==> config.mk <==
export PLATFORM = sky130hd
export DESIGN_NAME = hdc_offset_unit
export DESIGN_NICKNAME = d
export VERILOG_FILES = /design/src/hdl/hdc_pkg.sv /design/src/hdl/hdc_offset_unit.sv
export SDC_FILE = /design/constraint.sdc
export NUM_CORES = 1
export LEC_CHECK = 0
export BUFFER_PORTS_ARGS = -buffer_cell sky130_fd_sc_hd__buf_2
export CORE_AREA = 5 5 86 68
export DETAILED_ROUTE_END_ITERATION = 8
export DIE_AREA = 0 0 91 73
export PLACE_DENSITY_LB_ADDON = 0.05
export SLEW_MARGIN = 40
export SYNTH_ARGS = -nofsm -noshare
export SYNTH_HDL_FRONTEND = slang
export SYNTH_SLANG_ARGS = --single-unit
==> constraint.sdc <==
create_clock -name clk -period 3.1 [get_ports clk]
set_input_delay 0.93 -clock clk [delete_from_list [all_inputs] [get_ports clk]]
set_output_delay 0.93 -clock clk [all_outputs]
set_load 0.01 [all_outputs]
==> src/hdl/hdc_pkg.sv <==
// ----------------------------------------------------------------------------
// hdc_pkg: shared types and constants of the disk controller port block
// Field widths, port and command codes, status values and FSM states.
// ----------------------------------------------------------------------------
package hdc_pkg;

  // Beat field widths.
  localparam int REQ_W     = 3;
  localparam int PORT_W    = 3;
  localparam int BYTE_W    = 8;
  localparam int DREQ_W    = 2;
  localparam int UNIT_W    = 3;
  localparam int OFFS_W    = 23;
  localparam int CFG_IDX_W = 2;

  // Internal state widths.
  localparam int TRACK_W = 9;
  localparam int HEAD_W  = 2;
  localparam int SECT_W  = 5;
  localparam int BANK_W  = 2;
  localparam int BIDX_W  = 9;
  localparam int P1_W    = 15;

  // Disk geometry.
  localparam int SECTORS_PER_TRACK = 24;
  localparam int TRACK_COUNT       = 406;
  localparam int DRIVE_COUNT       = 8;

  // Request types.
  localparam logic [REQ_W-1:0] RQ_HOST_RD   = 3'd0;
  localparam logic [REQ_W-1:0] RQ_HOST_WR   = 3'd1;
  localparam logic [REQ_W-1:0] RQ_DISK_IN   = 3'd2;
  localparam logic [REQ_W-1:0] RQ_DISK_PULL = 3'd3;
  localparam logic [REQ_W-1:0] RQ_DISK_ERR  = 3'd4;

  // Host ports.
  localparam logic [PORT_W-1:0] PORT_STATUS  = 3'd1;
  localparam logic [PORT_W-1:0] PORT_CMD     = 3'd3;
  localparam logic [PORT_W-1:0] PORT_DATA_RD = 3'd5;
  localparam logic [PORT_W-1:0] PORT_DATA_WR = 3'd7;

  // Command codes from the high nibble of a command write.
  localparam logic [3:0] CMD_TRACK_SEEK = 4'h0;
  localparam logic [3:0] CMD_WR_SEC     = 4'h2;
  localparam logic [3:0] CMD_RD_SEC     = 4'h3;
  localparam logic [3:0] CMD_RD_SEC_ALT = 4'ha;
  localparam logic [3:0] CMD_WR_BUF     = 4'h4;
  localparam logic [3:0] CMD_RD_BUF     = 4'h5;

  // Disk requests.
  localparam logic [DREQ_W-1:0] DREQ_NONE  = 2'd0;
  localparam logic [DREQ_W-1:0] DREQ_READ  = 2'd1;
  localparam logic [DREQ_W-1:0] DREQ_WRITE = 2'd2;

  // Status values.
  localparam logic [BYTE_W-1:0] ST_READY      = 8'h80;
  localparam logic [BYTE_W-1:0] ST_NOT_READY  = 8'h01;
  localparam logic [BYTE_W-1:0] ST_WRITE_LOCK = 8'h80;

  // Configuration register indexes.
  localparam logic [CFG_IDX_W-1:0] CFG_ATTACHED = 2'd0;
  localparam logic [CFG_IDX_W-1:0] CFG_WPROT    = 2'd1;

  typedef enum logic [2:0] {
    S_IDLE,
    S_EXEC,
    S_MUL1,
    S_MUL2,
    S_RESP
  } state_t;

  // Geometry handed to the offset unit.
  typedef struct packed {
    logic [TRACK_W-1:0] track;
    logic               head0;
    logic [SECT_W-1:0]  sector;
  } geom_t;

endpackage

==> src/hdl/hdc_offset_unit.sv <==
// ----------------------------------------------------------------------------
// hdc_offset_unit: sector byte offset calculator
// Two registered constant multiplies: logical sector, then byte offset.
// ----------------------------------------------------------------------------
module hdc_offset_unit #(
  parameter int SECTOR_BYTES = 256
) (
  input  logic                      clk,
  input  hdc_pkg::geom_t            geom,
  output logic [hdc_pkg::OFFS_W-1:0] offset
);
  import hdc_pkg::*;

  localparam int P2_W = P1_W + $clog2(SECTOR_BYTES + 1);

  logic [P1_W-1:0]   p1_nxt;
  logic [P1_W-1:0]   p1_r;
  logic [P2_W-1:0]   p2_nxt;
  logic [OFFS_W-1:0] p2_r;

  // Sector number across both sides of the platter.
  assign p1_nxt = P1_W'({geom.track, geom.head0}) * P1_W'(SECTORS_PER_TRACK)
                + P1_W'(geom.sector);
  assign p2_nxt = P2_W'(p1_r) * P2_W'(SECTOR_BYTES);

  always_ff @(posedge clk) begin
    p1_r <= p1_nxt;
    p2_r <= OFFS_W'(p2_nxt);
  end

  assign offset = p2_r;
endmodule

# Yosys cells after proc, flatten, opt, wreduce, memory -nomap -nowiden
# Cells that the tools add are included.
[word_totals]
regBits = 30
out_inout_bits = 23
word_cells = 4
[classes]
add_sub_neg = 1
n_mul = 1
[op_table]
columns = ["cell", "n"]
rows = [
  ["$add 15x5->15", 1],
  ["$mul 10x2->12 const B", 1],
]

# Depth between registers and ports, before layout
[logic_depth]
ltp_word = 2
ltp_mapped = 8
mapped_depth_nobuf = 8

# Worst setup path after synthesis
# No wires, ideal clock.
[synth_path]
kind = "input-to-reg"
start = "input geom[5] (netlist name)"
end = "register p1_r[14]"
setup_time_ps = 120
arrival_ps = 3079
path_slack_ps = -98
stages = 8
path_cell_list = "ha_1 fa_1 a21o_1 a311o_1 a221oi_2 nand4_1 o31a_1 a211o_1"
[synth_between]
elab_chain_cells = 2
[synth_lines]
columns = ["item", "line_no", "source"]
rows = [
  ["start: declaration", "hdc_offset_unit.sv:9", "input hdc_pkg::geom_t geom,"],
  ["$mul 10x2->12", "hdc_offset_unit.sv:22", "assign p1_nxt = P1_W'({geom.track, geom.head0}) * P1_W'(SECTORS_PER_TRACK)"],
  ["$add 15x5->15", "hdc_offset_unit.sv:23", "+ P1_W'(geom.sector);"],
  ["net p1_nxt[14]", "hdc_offset_unit.sv:16", "logic [P1_W-1:0] p1_nxt;"],
  ["end signal: assignment", "hdc_offset_unit.sv:27", "p1_r <= p1_nxt;"],
  ["end: declaration", "hdc_offset_unit.sv:17", "logic [P1_W-1:0] p1_r;"],
]
# The timed path passes the listed nets, and every way through them passes these cells.

# Final worst setup path
# Same ends and word-level chain as after synthesis.

==> results.md <==
* Status: finished clean
* Req. time, crit path at 3.26 ns
* Most common cell in the synthesized netlist: dfxtp_1
* DRT Pass-1 Iters at 4
* Reg clk slew, reported paths at ~0.060 ns
* Final Hold Viols at 0
* Share of the synthesized area in the top cell type at 0.442
* Biggest area consumer among synthesized cells: dfxtp_1
* Fmax at 337 MHz
* Dominant synthesized flop cell: dfxtp_1
* Clock tree from TritonCTS: yes
* Gr usage total at 0.0857
* Die width at between 90 and 100 um
* Fin crit share at 0.957
* Yosys cell types at 33
* Syn Std Cell Area at approximately 0.0014 mm2
* P per Cell Area at slightly below 600 mW/mm2
* Pins over their slew limit at 0
* Worst min-delay path category: reg2reg
* WP data arrival at roughly 3.1 ns
* Drt drc at 0
* Worst skew pair latency at 0.27 ns
* Dpl hpwl at 2150 um
* Root Driver: clkbuf_8
* Unrepaired setup endpoints after global routing: no
* Post-CTS resize count at 0
* Crit-path max FO at 2
* Routed vias/inst at 4.18
* CP bufs+invs at 1
* Initial antenna violation count at 0
* Leak pwr at ~0.86 nW
* Mapped Cells at approximately 120
* RePlAce Congestion at ~0.69
* # H-tree levels at 2
* Drt initial violations at 50
* Initial core utilization at 0.270
* Cell Chain, Critical Path: buf_2 > ha_1 > fa_2 > a21o_1 > a311o_1 > a221oi_2 > nand4_1 > o31a_1 > a211o_1
* CP peak stage delay at 0.35 ns
* Largest net degree at the start of global routing at 10
* Crit. End Element: flop
* Layout fillers at 511
* Area growth from synthesis to layout at 30.0%
* Row cnt at 23
* Post-synth EDFFs at 0
* PortBufs at 30
* Die height at 73 um
* Core ar. at 0.00504 mm2
* Via count at between 900 and 1000
* Synth area leaders: dfxtp_1 (44%), ha_1 (12%), xor2_1 (6.4%), xnor2_1 (5.8%), buf_4 (5.0%)
* Finish-stage setup viols at 0
* Crit start category: input port
* FF+latch count, synth at 30
* Post-route ant nets at 0
* CP max-delay cell: fa_2
* Async set-or-reset flop fraction in the synthesized netlist at 0
* Total die area at 0.00664 mm2
* Family with the most delay on the worst path: compound AO/OA/AOI/OAI gates
* Peak supply drop at about 0.3 mV
* Global route overflow at 0
* Layout Nets at just over 200
* Syn_area_per_cell at between 10 and 15 um2
* Most frequent cells after synthesis: dfxtp_1 (30), ha_1 (13), xor2_1 (10), buf_4 (9), xnor2_1 (9)
* Final Total Pwr at 1.05 mW
* Seq/Total Area, Yosys at 0.442
* First-pass GRT wire length at ~4500 um
* Number of hold buffers added after cts at 0
* Yosys warnings at 0
* Max Root-Sink Buffers at 2
* Vias in the first global route at 1008
* Wire per inst at 10.6 um
* Fin crit period at a little under 3 ns
* Hold WS at ~0.33 ns
* TritonCTS Sinks at 30
* Worst Skew at approximately 0.0031 ns
* TritonCTS Buffers at 5
* Max Cap Viol at 0
* Total wire length at around 2500 um
* Total I/O pin count at 39
* Setup CP Type: in2reg
* Layout cells sized above 1 at 0.330
* Antenna Cells at 0
* Setup Buffers After CTS at 0
registers in the layout, indices dropped and copies added, names as in the netlist:
name    flops
offset     15
p1_r       15
report_power, final:
group	total, mW	leakage [nW]	switching (mW)	internal [mW]
clock network	0.306	0.0482	0.128	0.178
registers	0.476	0.253	0.0140	0.462
logic	0.272	0.559	0.140	0.132
per-stage QoR:
stage          instances   util  instance area (um2)  worst slack (ns)  TNS (ns)
5_1_grt              238  0.351                 1770            0.0383         0
4_1_cts              238  0.351                 1770             0.128         0
6_report             238  0.351                 1770             0.134         0
2_1_floorplan        130      -                 1390            0.0490         0
3_5_place_dp         230  0.333                 1680            -0.157    -0.200
3_3_place_gp         230  0.333                 1680            -0.107    -0.117
placed cells by master, fill, tap and decap left out, types with 2 or more instances in the layout:
master	count
inv_1	2
ha_1	13
buf_4	17
xor2_1	10
nand2_1	5
a22oi_1	2
and3_1	3
buf_2	30
a211o_1	2
a21o_1	4
clkbuf_8	6
nand4_1	2
o31a_1	2
nand3_1	2
xnor2_1	9
a21oi_1	3
conb_1	8
dfxtp_1	30
nor3_1	2
nor2_1	6
area by class of cell:
type	instances	area, um2	area share
inverter	2	7.51	0.00425
multi-input combinational	89	712	0.403
tap	62	77.6	0.0439
clock buffer	7	86.3	0.0489
sequential	30	601	0.340
timing repair buffer	47	278	0.157
clock inverter	1	5.00	0.00283
final timing paths:
check        cells past startpoint      from  slack, ns          to
max                              9   geom[5]       0.13    p1_r[14]
min                              0   p1_r[9]       0.33  offset[17]
min reg2reg                      0   p1_r[9]       0.33  offset[17]
max reg2reg                      0  p1_r[13]       2.70  offset[21]
per-layer routing:
| layer | vias up | global-route usage | share of wire |
|---|---|---|---|
| li1 | 521 | - | - |
| met1 | 435 | 0.105 | 0.50 |
| met2 | 33 | 0.129 | 0.42 |
| met3 | 5 | 0.0309 | 0.062 |
| met4 | 0 | 0.0537 | 0.020 |
| met5 | - | 0 | 0 |
kinds of logic (layout without fill, tap and decap cells):
kind of cell               count (synthesis)  in the layout  share of synthesized area
AOI/OAI and AO/OA                         20             20                      0.115
other                                      1              8                    0.00276
and+or+nand+nor                           26             26                      0.106
adders and majority gates                 15             15                      0.149
xor gates and xnor gates                  19             19                      0.122
muxes                                      1              1                    0.00737
DFF                                       30             30                      0.442
buffers and inverters                     11             57                     0.0552
Note: power is estimated with default switching activity, not from simulation.
